File: src/best_fit_partition_allocator_core_assert.svh
// Assertion macros shared by the best-fit partition allocator RTL.
`ifndef BEST_FIT_PARTITION_ALLOCATOR_CORE_ASSERT_SVH
`define BEST_FIT_PARTITION_ALLOCATOR_CORE_ASSERT_SVH

`ifndef SYNTHESIS

// Same-cycle implication, checked on clk and quiet during rst.
`define BFPA_ASSERT_NOW(label, ante, cons) \
  label: assert property (@(posedge clk) disable iff (rst) (ante) |-> (cons)) \
    else $error("bfpa assertion failed");

// Next-cycle implication, checked on clk and quiet during rst.
`define BFPA_ASSERT_NEXT(label, ante, cons) \
  label: assert property (@(posedge clk) disable iff (rst) (ante) |=> (cons)) \
    else $error("bfpa assertion failed");

`else

`define BFPA_ASSERT_NOW(label, ante, cons)
`define BFPA_ASSERT_NEXT(label, ante, cons)

`endif

`endif

File: src/bfpa_pkg.sv
// Package with the constants and codes of the best-fit partition allocator.
`timescale 1ns / 1ps

package bfpa_pkg;

  // Storage geometry.
  localparam int NUM_PARTS = 8;
  localparam int SIZE_BITS = 16;
  localparam int PART_BITS = $clog2(NUM_PARTS);
  localparam int CNT_BITS  = $clog2(NUM_PARTS + 1);

  // Fixed widths of the interface fields.
  localparam int SLOT_W   = 3;
  localparam int AMOUNT_W = 16;
  localparam int CFG_W    = 4;
  localparam int DATA_W   = 32;
  localparam int ADDR_W   = 3;

  // Item kinds.
  localparam logic KIND_LOAD  = 1'b0;
  localparam logic KIND_ALLOC = 1'b1;

  // Register indexes (word address bits of paddr).
  localparam logic REG_PARTS_IN_USE = 1'b0;

  // Reset value of the partition count.
  localparam logic [CFG_W-1:0] PARTS_IN_USE_RST = CFG_W'(NUM_PARTS);

endpackage

File: src/best_fit_partition_allocator_core.sv
// Top level of the best-fit partition allocator with its free-space memory.
`timescale 1ns / 1ps

// The block keeps the free space of each partition in a small synchronous
// memory with a registered read. A load transaction writes one entry. A
// request transaction starts a scan: one entry is read per cycle and fed
// into a single compare unit that keeps the best fit found so far (smallest
// free space that still covers the request, lowest index on a tie). After
// the scan the chosen entry is written back with the request subtracted and
// the result transaction is placed in the output register. A request scans
// the first parts_in_use entries (parts_in_use saturated at the partition
// count) through the one read port of the memory; a request with
// parts_in_use of zero skips the scan and is refused. The input is stalled
// while a request is in progress, and it is also stalled while the finished
// result waits in the output register and another request would have to be
// written back. Loads and configuration writes are taken while a result
// waits downstream. Entries that were never loaded read as zero through
// per-entry valid bits, so no clearing pass is needed after reset. Register
// parts_in_use lies at byte address 0 of the APB port.

`include "best_fit_partition_allocator_core_assert.svh"

module best_fit_partition_allocator_core (
  input  logic                          clk,
  input  logic                          rst,
  // Input item channel.
  input  logic                          item_valid,
  output logic                          item_stall,
  input  logic                          kind,
  input  logic [bfpa_pkg::SLOT_W-1:0]   part_slot,
  input  logic [bfpa_pkg::AMOUNT_W-1:0] amount,
  // Result channel.
  output logic                          result_valid,
  input  logic                          result_stall,
  output logic                          granted,
  output logic [bfpa_pkg::SLOT_W-1:0]   chosen_part,
  output logic [bfpa_pkg::AMOUNT_W-1:0] space_left,
  // Configuration port.
  input  logic                          psel,
  input  logic                          penable,
  input  logic                          pwrite,
  input  logic [bfpa_pkg::ADDR_W-1:0]   paddr,
  input  logic [bfpa_pkg::DATA_W-1:0]   pwdata,
  output logic [bfpa_pkg::DATA_W-1:0]   prdata,
  output logic                          pready
);

  import bfpa_pkg::*;

  typedef enum logic [1:0] {
    S_IDLE,
    S_SCAN,
    S_DONE
  } state_t;

  // Control state.
  state_t               state;
  logic [CFG_W-1:0]     parts_in_use;
  logic [CNT_BITS-1:0]  cnt;
  logic [CNT_BITS-1:0]  issue_idx;
  logic                 rd_pend;
  logic [PART_BITS-1:0] rd_idx;
  logic                 found;
  logic [NUM_PARTS-1:0] part_ok;

  // Payload held for the request in progress.
  logic [SIZE_BITS-1:0] amount_q;
  logic [SIZE_BITS-1:0] best_val;
  logic [PART_BITS-1:0] best_idx;

  // Free-space memory and its read port.
  logic [SIZE_BITS-1:0] mem [NUM_PARTS];
  logic [SIZE_BITS-1:0] rd_data;
  logic                 rd_ok;
  logic                 rd_en;
  logic [PART_BITS-1:0] rd_addr;

  // Write port.
  logic                 mem_we;
  logic [PART_BITS-1:0] mem_waddr;
  logic [SIZE_BITS-1:0] mem_wdata;

  // Datapath.
  logic                 item_fire;
  logic                 out_free;
  logic                 cfg_write;
  logic [CNT_BITS-1:0]  cnt_sat;
  logic [SIZE_BITS-1:0] cur_val;
  logic                 better;
  logic                 scan_last;
  logic [SIZE_BITS-1:0] remain;
  logic                 load_ok;

  assign pready     = 1'b1;
  assign item_stall = (state != S_IDLE);
  assign item_fire  = item_valid && !item_stall;
  assign out_free   = !result_valid || !result_stall;
  assign cfg_write  = psel && penable && pwrite && pready;

  always_comb begin
    prdata = '0;
    if (paddr[2] == REG_PARTS_IN_USE) begin
      prdata[CFG_W-1:0] = parts_in_use;
    end
  end

  // The partition count saturates at the number of partitions.
  always_comb begin
    if (int'(parts_in_use) > NUM_PARTS) begin
      cnt_sat = CNT_BITS'(NUM_PARTS);
    end else begin
      cnt_sat = CNT_BITS'(parts_in_use);
    end
  end

  assign rd_en   = (state == S_SCAN) && (issue_idx < cnt);
  assign rd_addr = issue_idx[PART_BITS-1:0];

  // An entry that was never written reads as empty.
  assign cur_val   = rd_ok ? rd_data : '0;
  assign better    = (cur_val >= amount_q) && (!found || (cur_val < best_val));
  assign scan_last = rd_pend && ({1'b0, rd_idx} == CNT_BITS'(cnt - 1'b1));
  assign remain    = best_val - amount_q;
  assign load_ok   = int'(part_slot) < NUM_PARTS;

  // Loads write in the idle state; a granted request writes back in S_DONE.
  always_comb begin
    mem_we    = 1'b0;
    mem_waddr = best_idx;
    mem_wdata = remain;
    if (state == S_IDLE) begin
      mem_we    = item_fire && (kind == KIND_LOAD) && load_ok;
      mem_waddr = PART_BITS'(part_slot);
      mem_wdata = SIZE_BITS'(amount);
    end else if (state == S_DONE) begin
      mem_we = out_free && found;
    end
  end

  always_ff @(posedge clk) begin
    if (mem_we) begin
      mem[mem_waddr] <= mem_wdata;
    end
  end

  always_ff @(posedge clk) begin
    if (rd_en) begin
      rd_data <= mem[rd_addr];
      rd_ok   <= part_ok[rd_addr];
    end
  end

  always_ff @(posedge clk) begin
    if (rst) begin
      state        <= S_IDLE;
      parts_in_use <= PARTS_IN_USE_RST;
      part_ok      <= '0;
      cnt          <= '0;
      issue_idx    <= '0;
      rd_pend      <= 1'b0;
      rd_idx       <= '0;
      found        <= 1'b0;
      result_valid <= 1'b0;
    end else begin
      if (cfg_write && (paddr[2] == REG_PARTS_IN_USE)) begin
        parts_in_use <= pwdata[CFG_W-1:0];
      end
      if (mem_we) begin
        part_ok[mem_waddr] <= 1'b1;
      end
      // A finished request loads the output register; otherwise a taken
      // result empties it.
      if ((state == S_DONE) && out_free) begin
        result_valid <= 1'b1;
      end else if (result_valid && !result_stall) begin
        result_valid <= 1'b0;
      end

      unique case (state)
        S_IDLE: begin
          if (item_fire && (kind == KIND_ALLOC)) begin
            amount_q  <= SIZE_BITS'(amount);
            cnt       <= cnt_sat;
            issue_idx <= '0;
            rd_pend   <= 1'b0;
            found     <= 1'b0;
            best_idx  <= '0;
            best_val  <= '0;
            // With no partition searched the request is refused at once.
            state     <= (cnt_sat == '0) ? S_DONE : S_SCAN;
          end
        end
        S_SCAN: begin
          rd_pend <= rd_en;
          rd_idx  <= rd_addr;
          if (rd_en) begin
            issue_idx <= issue_idx + 1'b1;
          end
          if (rd_pend && better) begin
            found    <= 1'b1;
            best_val <= cur_val;
            best_idx <= rd_idx;
          end
          if (scan_last) begin
            state <= S_DONE;
          end
        end
        S_DONE: begin
          if (out_free) begin
            granted     <= found;
            chosen_part <= found ? SLOT_W'(best_idx) : '0;
            space_left  <= found ? AMOUNT_W'(remain) : '0;
            state       <= S_IDLE;
          end
        end
        default: begin
          state <= S_IDLE;
        end
      endcase
    end
  end

  // A refused request reports neither a partition nor any space.
  `BFPA_ASSERT_NOW(a_refused_zero, result_valid && !granted, {chosen_part, space_left} == '0)
  // An accepted request keeps the input stalled in the following cycle.
  `BFPA_ASSERT_NEXT(a_req_blocks, item_fire && (kind == KIND_ALLOC), item_stall)
  // The memory is never written while a scan is reading it.
  `BFPA_ASSERT_NOW(a_no_write_in_scan, mem_we, state != S_SCAN)
  // A granted result never leaves more space than the chosen entry had.
  `BFPA_ASSERT_NOW(a_write_back_fits, (state == S_DONE) && mem_we, best_val >= amount_q)

endmodule

File: config.mk
export PLATFORM = sky130hd
export DESIGN_NAME = best_fit_partition_allocator_core
export DESIGN_NICKNAME = d
export VERILOG_FILES = /design/src/bfpa_pkg.sv /design/src/best_fit_partition_allocator_core.sv
export VERILOG_INCLUDE_DIRS = /design/src /design/src/src
export SDC_FILE = /design/constraint.sdc
export NUM_CORES = 1
export LEC_CHECK = 0
export BUFFER_PORTS_ARGS = -buffer_cell sky130_fd_sc_hd__clkbuf_2
export CAP_MARGIN = 5
export CORE_ASPECT_RATIO = 1.5
export CORE_MARGIN = 4
export CORE_UTILIZATION = 56
export CTS_CLUSTER_DIAMETER = 60
export DETAILED_ROUTE_END_ITERATION = 10
export GPL_TIMING_DRIVEN = 0
export MAX_ROUTING_LAYER = met4
export PLACE_DENSITY = 0.86
export SLEW_MARGIN = 20
export SYNTH_ARGS = -nofsm -noshare
export SYNTH_HDL_FRONTEND = slang
export SYNTH_SLANG_ARGS = --single-unit
File: constraint.sdc
create_clock -name clk -period 8.75 [get_ports clk]
set_clock_uncertainty 0.2 [all_clocks]
set_input_delay 1.3125 -clock clk [delete_from_list [all_inputs] [get_ports clk]]
set_output_delay 1.3125 -clock clk [all_outputs]
set_load 0.05 [all_outputs]
==> results of run 1 <==
[layout make-up]
type                       instances  share of cell area
multi-input combinational        473               0.309
sequential                       228               0.537
clock inverter                    17             0.00829
tap                              252              0.0258
timing repair buffer              68              0.0335
inverter                          48              0.0147
buffer                            58              0.0282
clock buffer                      21              0.0430
[cells by family (layout without fill, tap and decap cells)]
family,count (synthesis),count (layout),synth area share
buffers and inverters,106,212,0.0488
multiplexers,61,61,0.0989
flip-flops,228,228,0.611
adder cells (fa/ha/maj),48,48,0.0566
AO/OA/AOI/OAI,116,116,0.0734
other,2,29,0.000699
AND/OR/NAND/NOR,204,204,0.0980
XOR/XNOR,15,15,0.0122
[power breakdown]
| group | switching, W | internal (W) | total [W] |
|---|---|---|---|
| Clock | 0.000399 | 0.000445 | 0.000844 |
| Combinational | 0.000151 | 0.0000650 | 0.000216 |
| Sequential | 0.00000913 | 0.00122 | 0.00123 |
[cells in the final DEF, fill, tap and decap left out, drive strengths merged, types with 7 or more instances in the layout]
cell type,synthesis,routed
a21o,9,9
a21oi,37,37
a31oi,7,7
and2,43,43
and3,7,7
buf,38,49
clkbuf,20,98
clkinv,1,13
conb,2,29
dfxtp,28,28
edfxtp,200,200
ha,47,47
inv,47,49
mux2,21,21
mux4,34,34
nand2,48,48
nand3,12,12
nor2,44,44
nor2b,11,11
nor3,7,7
o21a,7,7
o21ai,14,14
xnor2,9,9
[worst paths after layout]
| check | to | startpoint |
|---|---|---|
| setup / recovery | item_stall | state[0] |
| hold / removal | part_ok[2] | part_ok[2] |
| setup reg to reg | best_val[4] | rd_ok |
| hold reg to reg | part_ok[2] | part_ok[2] |
[registers in the layout, indices dropped and copies added (netlist names), 4 cells and up]
| signal | count |
|---|---|
| issue_idx | 4 |
| parts_in_use | 4 |
| part_ok | 8 |
| best_val | 16 |
| amount_q | 16 |
| mem | 128 |
| space_left | 16 |
| cnt | 4 |
| rd_data | 16 |
[routing by layer]
layer  routed length [µm]  vias to the layer above  share of wire  track usage
li1                     -                     3093              -            -
met2                13100                      288           0.55        0.420
met3                 1420                       59          0.059       0.0274
met1                 8670                     3276           0.36        0.267
met4                  803                        0          0.033       0.0898
met5                    0                        -              0            -
[metrics by stage]
stage	hold WS (ns)	std cells	area [µm²]	util
floorplan	0.235	807	10800	-
global placement	0.242	1116	11400	0.612
finish	0.272	1165	12200	0.654
detailed placement	0.254	1127	11600	0.620
CTS	0.274	1165	12200	0.654
global route	0.287	1165	12200	0.654
==> summary.md, run 1 <==
| Metric | Value |
|---|---|
| First-pass GRT wire length | `37.0 mm` |
| Area occupied by multi-input gates | `0.00378 mm²` |
| Top post-synthesis cells by area | `edfxtp_1 56%, mux4_2 7.1%, ha_1 5.5%` |
| Reg2Reg Setup Slack | `5.02 ns` |
| CTS buffer count | `21` |
| Setup slack after layout | `4.83 ns` |
| Final setup vio count | `0` |
| CP max FO | `10` |
| Initial antenna violation count | `0` |
| Hold Vio Cnt, Final | `0` |
| Placement row count | `61` |
| Post-synth EDFFs | `200` |
| Ys Warns | `0` |
| Clock root buffer | `clkbuf_16` |
| Rel. slew slack | `0.278` |
| CTS Buffer Depth | `3` |
| Avg Inst Size Synth | `13.8 µm²` |
| Die W | `121 µm` |
| Crit path DAT | `2.41 ns` |
| Drt first pass iters | `5` |
| Count leader, synth | `edfxtp_1` |
| Critical path required time | `7.24 ns` |
| Die Span Y | `178 µm` |
| Worst slack at placement | `5.05 ns` |
| Final weighted congestion in routability-driven placement | `0.979` |
| Hold-fix buffers at CTS | `0` |
| Die area | `0.0215 mm²` |
| Clock sink total | `228` |
| Total setup buffers inserted after CTS | `0` |
| Startpoint Class | `register` |
| Total power | `0.00229 W` |
| Via total after detailed routing | `6716` |
| Slowest cell on crit path | `buf_1` |
| CP Cell Sequence | `nor2_2 > inv_1 > buf_2 > buf_1 > clkbuf_2` |
| Critical Path Sink Type | `output port` |
| Tot GR Track Use | `0.234` |
| Final wirelength | `24.0 mm` |
| Post-synth top area cell | `edfxtp_1` |
| DR WL/cell | `20.6 µm` |
| Worst-path clk slew | `0.07 ns` |
| Worst Max-Slew Pin Slew | `1.08 ns` |
| Layout cell share with drive strength beyond 1 | `0.230` |
| Final critical-path share of the clock period | `0.448` |
| Max-slew violations | `0` |
| Flops & latches, synth | `228` |
| Via-to-Cell Ratio | `5.76` |
| Initial Utilization | `0.574` |
| Post-synth top cells | `200 x edfxtp_1, 47 x ha_1, 47 x nand2_1` |
| Syn-to-layout area delta | `13.8%` |
| Synthesized netlist cell count | `780` |
| Cell Area, Synth | `0.0107 mm²` |
| Pwr/cell area | `187 mW/mm²` |
| Crit. path cell count | `5` |
| Clk Latency, worst-skew pair | `0.51 ns` |
| Core area | `0.0187 mm²` |
| RSZ-0062 raised after global routing | `false` |
| H-Tree Depth | `1` |
| Synth Flop Type | `edfxtp_1` |
| Setup TNS | `0 ns` |
| Crit path kind | `register to output port` |
| Clock period minus worst slack | `3.92 ns` |
| Largest net degree at the start of global routing | `21` |
| Post-CTS Resized | `0` |
| WHS Path Cells | `1` |
| Storage element area | `0.00657 mm²` |
| Sequential share of the synthesized area | `0.611` |
| CTS tree | `done` |
| Yosys cell types | `65` |
| Antenna fix cells | `0` |
| # nets final | `1008` |
| Fill cells | `1257` |
| Detailed placer's ending HPWL | `17.2 mm` |
| Synth top area share | `0.559` |
| Vias in the first global route | `6740` |
| Critical path's largest stage delay | `0.52 ns` |
| Grt ovf | `0` |
| Hold WC Path Type | `register to register` |
| Synth async-reset ratio | `0` |
| Io pins | `117` |
| Buffers & Inverters on Critical Path | `4` |
| Reg2Reg Depth | `11` |
| Iteration-0 DRC count of the detailed router | `600` |
| Max rail drop VDD | `0.000110 V` |
| Fmax | `0.255 GHz` |
| Lkg Pwr | `4.58 nW` |
| Status | `finished, final reports clean` |
| CP top delay family | `buffers and inverters` |
| Port Buffers | `57` |
| Max-cap violations | `0` |
| DRC violations left | `0` |
| Post-route ant nets | `0` |
Power figures use the tool's default switching activity.
==> inputs of run 2 (changes only) <==
==> constraint.sdc (replaced) <==
create_clock -name clk -period 3.75 [get_ports clk]
set_clock_uncertainty 0.2 [all_clocks]
set_input_delay 0.5625 -clock clk [delete_from_list [all_inputs] [get_ports clk]]
set_output_delay 0.5625 -clock clk [all_outputs]
set_load 0.05 [all_outputs]
==> summary.md, run 2 (synthesis gave the netlist of run 1 again) <==
| Metric | Value |
|---|---|
| Status | `finished, final reports clean` |
| CP Cell Sequence | `buf_4 > clkbuf_1 > and2_1 > ha_1 > nand4_1 > a311oi_1 > nand2_1 > a2111oi_0 > o211ai_1 > a21oi_4 > buf_6` |
| Hold WC Path Type | `input port to register` |
| Die area | `0.0215 mm²` |
| Hold Startpoint | `amount[6]` |
| RSZ-0062 raised after global routing | `false` |
| Core area | `0.0187 mm²` |
| Pwr/cell area | `437 mW/mm²` |
| Initial antenna violation count | `0` |
| Initial Utilization | `0.574` |
| Critical R2R Launch | `rd_ok` |
| Tot GR Track Use | `0.234` |
| Commonest non-fill, non-tap cells in the layout | `200 x edfxtp_1, 57 x clkbuf_2, 47 x nand2_1, 47 x ha_1, 46 x inv_1` |
| CTS Buffer Depth | `3` |
| Layout cell share with drive strength beyond 1 | `0.232` |
| Die Span Y | `178 µm` |
| Fmax | `0.284 GHz` |
| Clock period minus worst slack | `3.52 ns` |
| Startpoint Class | `register` |
| Placement row count | `61` |
| Grt ovf | `0` |
| CTS tree | `done` |
| DRC violations left | `0` |
| Final critical-path share of the clock period | `0.939` |
| Commonest non-fill, non-tap cell in the layout | `edfxtp_1` |
| Hold Path Sink | `amount_q[6]` |
| Drt first pass iters | `5` |
| Biggest register | `mem` |
| Largest net degree at the start of global routing | `21` |
| Clock sink total | `228` |
| Total power | `0.00535 W` |
| H-Tree Depth | `1` |
| Hold-fix buffers at CTS | `0` |
| Max rail drop VDD | `0.000257 V` |
| Fin Hold WS | `0.0457 ns` |
| Antenna fix cells | `0` |
| Post-DP Area | `0.0116 mm²` |
| Post-route ant nets | `0` |
| Worst-path clk slew | `0.07 ns` |
| R2R Path End | `best_val[4]` |
| Io pins | `117` |
| Slowest cell on crit path | `edfxtp_1` |
| Fill cells | `1251` |
| Reg2Reg Setup Slack | `0.23 ns` |
| Die W | `121 µm` |
| Syn-to-layout area delta | `14.0%` |
| DR WL/cell | `20.6 µm` |
| Via-to-Cell Ratio | `5.79` |
| Worst Max-Slew Pin Slew | `1.08 ns` |
| # nets final | `1010` |
| Final wirelength | `24.1 mm` |
| Max-cap violations | `0` |
| Via total after detailed routing | `6755` |
| Detailed placer's ending HPWL | `17.2 mm` |
| Port Buffers | `57` |
| Vias in the first global route | `6740` |
| Hold Vio Cnt, Final | `0` |
| Final core utilization | `0.655` |
| Max-slew violations | `0` |
| Final weighted congestion in routability-driven placement | `0.979` |
| Reg2Reg Depth | `11` |
| CP max FO | `13` |
| Clk Latency, worst-skew pair | `0.51 ns` |
| Clock root buffer | `clkbuf_16` |
| Critical path required time | `3.76 ns` |
| Rel. slew slack | `0.280` |
| Critical Path Sink Type | `register` |
| Final setup vio count | `0` |
| WHS Path Cells | `1` |
| First-pass GRT wire length | `37.0 mm` |
| Critical path's largest stage delay | `0.44 ns` |
| Crit path DAT | `3.54 ns` |
| Lkg Pwr | `4.59 nW` |
| CTS buffer count | `21` |
| Iteration-0 DRC count of the detailed router | `699` |
| Crit path kind | `register to register` |
| Fin area | `0.0122 mm²` |
| Largest register FFs | `128` |
[run 2: cell types whose count changed in the layout (fill, tap and decap cells not counted), sizes merged]
cell,previous run,this run
buf,49,51
[run 2: what timing repair did]
item,in CTS,in global routing
setup buffers,0,2
resized for setup,0,1
endpoints found under the setup margin,0,13
[run 2: cell type report]
class	instances	area (µm²)	area share
buffer	58	344	0.0281
clock buffer	21	526	0.0429
clock inverter	17	101	0.00828
inverter	48	180	0.0147
multi-input combinational	473	3790	0.309
sequential	228	6570	0.536
tap	252	315	0.0258
timing repair buffer	70	424	0.0346
[run 2: how the worst max path moves through the flow]
stage	startpoint	end	slack (ns)
floorplan	rd_ok	best_idx[0]	0.11
CTS	rd_ok	best_val[4]	0.01
global placement	rd_ok	best_val[1]	-0.91
detailed placement	rd_ok	best_val[1]	0.05
global route	rd_ok	best_val[4]	0.08
finish	rd_ok	best_val[4]	0.23
[run 2: critical path, delay by kind of cell, from the launching register on]
kind / cells / cell delay (ns)
DFF: 1 / 0.44
buffers and inverters: 3 / 0.65
AOI/OAI and AO/OA: 4 / 1.10
and+or+nand+nor: 3 / 0.50
adders and majority gates: 1 / 0.32
[run 2: metal layers]
metal | global-route usage | wire [µm] | up-vias
met5 | - | 0 | -
met4 | 0.0898 | 841 | 0
met3 | 0.0274 | 1420 | 64
met2 | 0.420 | 13100 | 288
met1 | 0.267 | 8730 | 3302
li1 | - | - | 3101
[run 2: power by group]
part | total (W) | internal (W) | switching [W]
registers | 0.00287 | 0.00285 | 0.0000213
logic | 0.000506 | 0.000153 | 0.000353
clock network | 0.00198 | 0.00104 | 0.000938
[run 2: per-stage QoR]
| step | setup TNS [ns] | instances | setup slack (ns) |
|---|---|---|---|
| after floorplan | 0 | 807 | 0.114 |
| after global placement | -18.64 | 1116 | -0.914 |
| after detailed placement | 0 | 1127 | 0.0463 |
| after CTS | 0 | 1165 | 0.0118 |
| after global routing | 0 | 1167 | 0.0772 |
| final | 0 | 1167 | 0.227 |
==> inputs of run 3 (changes only) <==
--- a/config.mk
+++ b/config.mk
@@ -8,7 +8,6 @@
 export LEC_CHECK = 0
 export BUFFER_PORTS_ARGS = -buffer_cell sky130_fd_sc_hd__clkbuf_2
 export CAP_MARGIN = 5
-export CORE_ASPECT_RATIO = 1.5
 export CORE_MARGIN = 4
 export CORE_UTILIZATION = 56
 export CTS_CLUSTER_DIAMETER = 60
==> summary.md, run 3 (synthesis gave the netlist of run 1 again) <==
| Metric | Value |
|---|---|
| Clock sink total | `228` |
| # nets final | `1011` |
| Post-Layout Cell Count | `1153` |
| Via-to-Cell Ratio | `6.06` |
| Critical path's largest stage delay | `0.43 ns` |
| Lkg Pwr | `4.69 nW` |
| Total power | `0.00596 W` |
| H-Tree Depth | `1` |
| Fmax | `0.275 GHz` |
| Layout cell share with drive strength beyond 1 | `0.237` |
| RSZ-0062 raised after global routing | `false` |
| Clk Latency, worst-skew pair | `0.52 ns` |
| Met1 Wirelength | `9.38 mm` |
| Clock period minus worst slack | `3.64 ns` |
| Pwr/cell area | `478 mW/mm²` |
| Crit path DAT | `3.66 ns` |
| Antenna fix cells | `0` |
| Initial Utilization | `0.572` |
| Largest register FFs | `128` |
| Clock root buffer | `clkbuf_16` |
| CTS tree | `done` |
| Startpoint Class | `register` |
| Io pins | `117` |
| Final wirelength | `26.0 mm` |
| Largest net degree at the start of global routing | `21` |
| Worst-path clk slew | `0.06 ns` |
| Via total after detailed routing | `6982` |
| Drt first pass iters | `7` |
| Max-slew violations | `0` |
| Rel. slew slack | `0.269` |
| First-pass GRT wire length | `39.9 mm` |
| Buffers & Inverters on Critical Path | `3` |
| Commonest non-fill, non-tap cell in the layout | `edfxtp_1` |
| Max rail drop VDD | `0.000304 V` |
| Worst Max-Slew Pin Slew | `1.09 ns` |
| Met3 Wirelength | `2.09 mm` |
| Metal2 WL | `13.4 mm` |
| Detailed placer's ending HPWL | `17.4 mm` |
| Initial antenna violation count | `0` |
| Hold Vio Cnt, Final | `0` |
| Die Span Y | `146 µm` |
| Critical path required time | `3.77 ns` |
| Biggest register | `mem` |
| CP top delay family | `compound AO/OA/AOI/OAI gates` |
| Core area | `0.0188 mm²` |
| DR WL/cell | `22.6 µm` |
| Hold WC Path Type | `input port to register` |
| Final critical-path share of the clock period | `0.970` |
| Grt ovf | `0` |
| Crit path kind | `register to register` |
| Die W | `146 µm` |
| CP max FO | `13` |
| Total setup buffers inserted after CTS | `0` |
| Placed cells | `1109` |
| Top Layer Used | `met4` |
| Die area | `0.0215 mm²` |
| Slowest cell on crit path | `edfxtp_1` |
| Tot GR Track Use | `0.247` |
| Syn-to-layout area delta | `16.0%` |
| Max-cap violations | `0` |
| Status | `finished, final reports clean` |
| CTS Buffer Depth | `3` |
| Post-route ant nets | `0` |
| Vias in the first global route | `7076` |
| Placement row count | `50` |
| Commonest non-fill, non-tap cells in the layout | `200 x edfxtp_1, 57 x clkbuf_2, 47 x nand2_1, 47 x ha_1, 46 x inv_1` |
| CTS buffer count | `24` |
| Critical Path Sink Type | `register` |
| DRC violations left | `0` |
| CP Cell Sequence | `buf_4 > clkbuf_1 > and2_1 > ha_1 > nand4_1 > a311oi_1 > nand2_1 > a2111oi_2 > o211ai_1 > a21oi_4 > buf_6` |
| Port Buffers | `57` |
| Final weighted congestion in routability-driven placement | `0.905` |
| Final setup vio count | `0` |
| Iteration-0 DRC count of the detailed router | `747` |
-- run 3: cell count changes in the layout (fill, tap and decap cells not counted), sizes merged --
cell	change
buf	-2
bufinv	+5
clkbuf	+9
clkinv	-5
clkinvlp	-1
inv	-2
-- run 3: layout make-up --
type	instances	area [µm²]
Multi-Input combinational cell	473	3810
Timing Repair Buffer	68	413
Clock inverter	14	200
Clock buffer	30	654
Fill cell	1202	6310
Tap cell	234	293
Sequential cell	228	6570
Buffer	58	344
Inverter	48	180
-- run 3: stage by stage --
step / util / setup WS, ns / area (µm²) / TNS (ns) / hold slack [ns]
final: 0.664 / 0.112 / 12500 / 0 / 0.0378
after global routing: 0.664 / 0.0319 / 12500 / 0 / 0.0327
after CTS: 0.663 / 0.0311 / 12400 / 0 / 0.0279
after detailed placement: 0.617 / 0.00315 / 11600 / 0 / 0.255
after global placement: 0.608 / -0.828 / 11400 / -15.69 / 0.242
after floorplan: - / 0.114 / 10800 / 0 / 0.235
-- run 3: report_power, final --
group	internal, W	leakage (nW)	switching, W
Clock	0.00158	0.412	0.000981
Combinational	0.000154	2.24	0.000369
Sequential	0.00285	2.04	0.0000239
-- run 3: path summary, 6_finish.rpt --
path / depth (start not counted) / slack (ns) / end / startpoint
hold reg to reg: 2 / 0.28 / part_ok[6] / part_ok[6]
setup reg to reg: 11 / 0.11 / best_val[5] / rd_ok
setup / recovery: 11 / 0.11 / best_val[5] / rd_ok
hold / removal: 1 / 0.04 / amount_q[12] / amount[12]
-- run 3: metal layers --
layer / global-route usage / vias up
met4: 0.107 / 0
met2: 0.423 / 414
li1: - / 3104
met5: - / -
met3: 0.0363 / 91
met1: 0.293 / 3373
-- run 3: what timing repair did --
item	CTS	global route
hold buffers	0	0
endpoints found under the setup margin	13	13
resized for setup	1	2
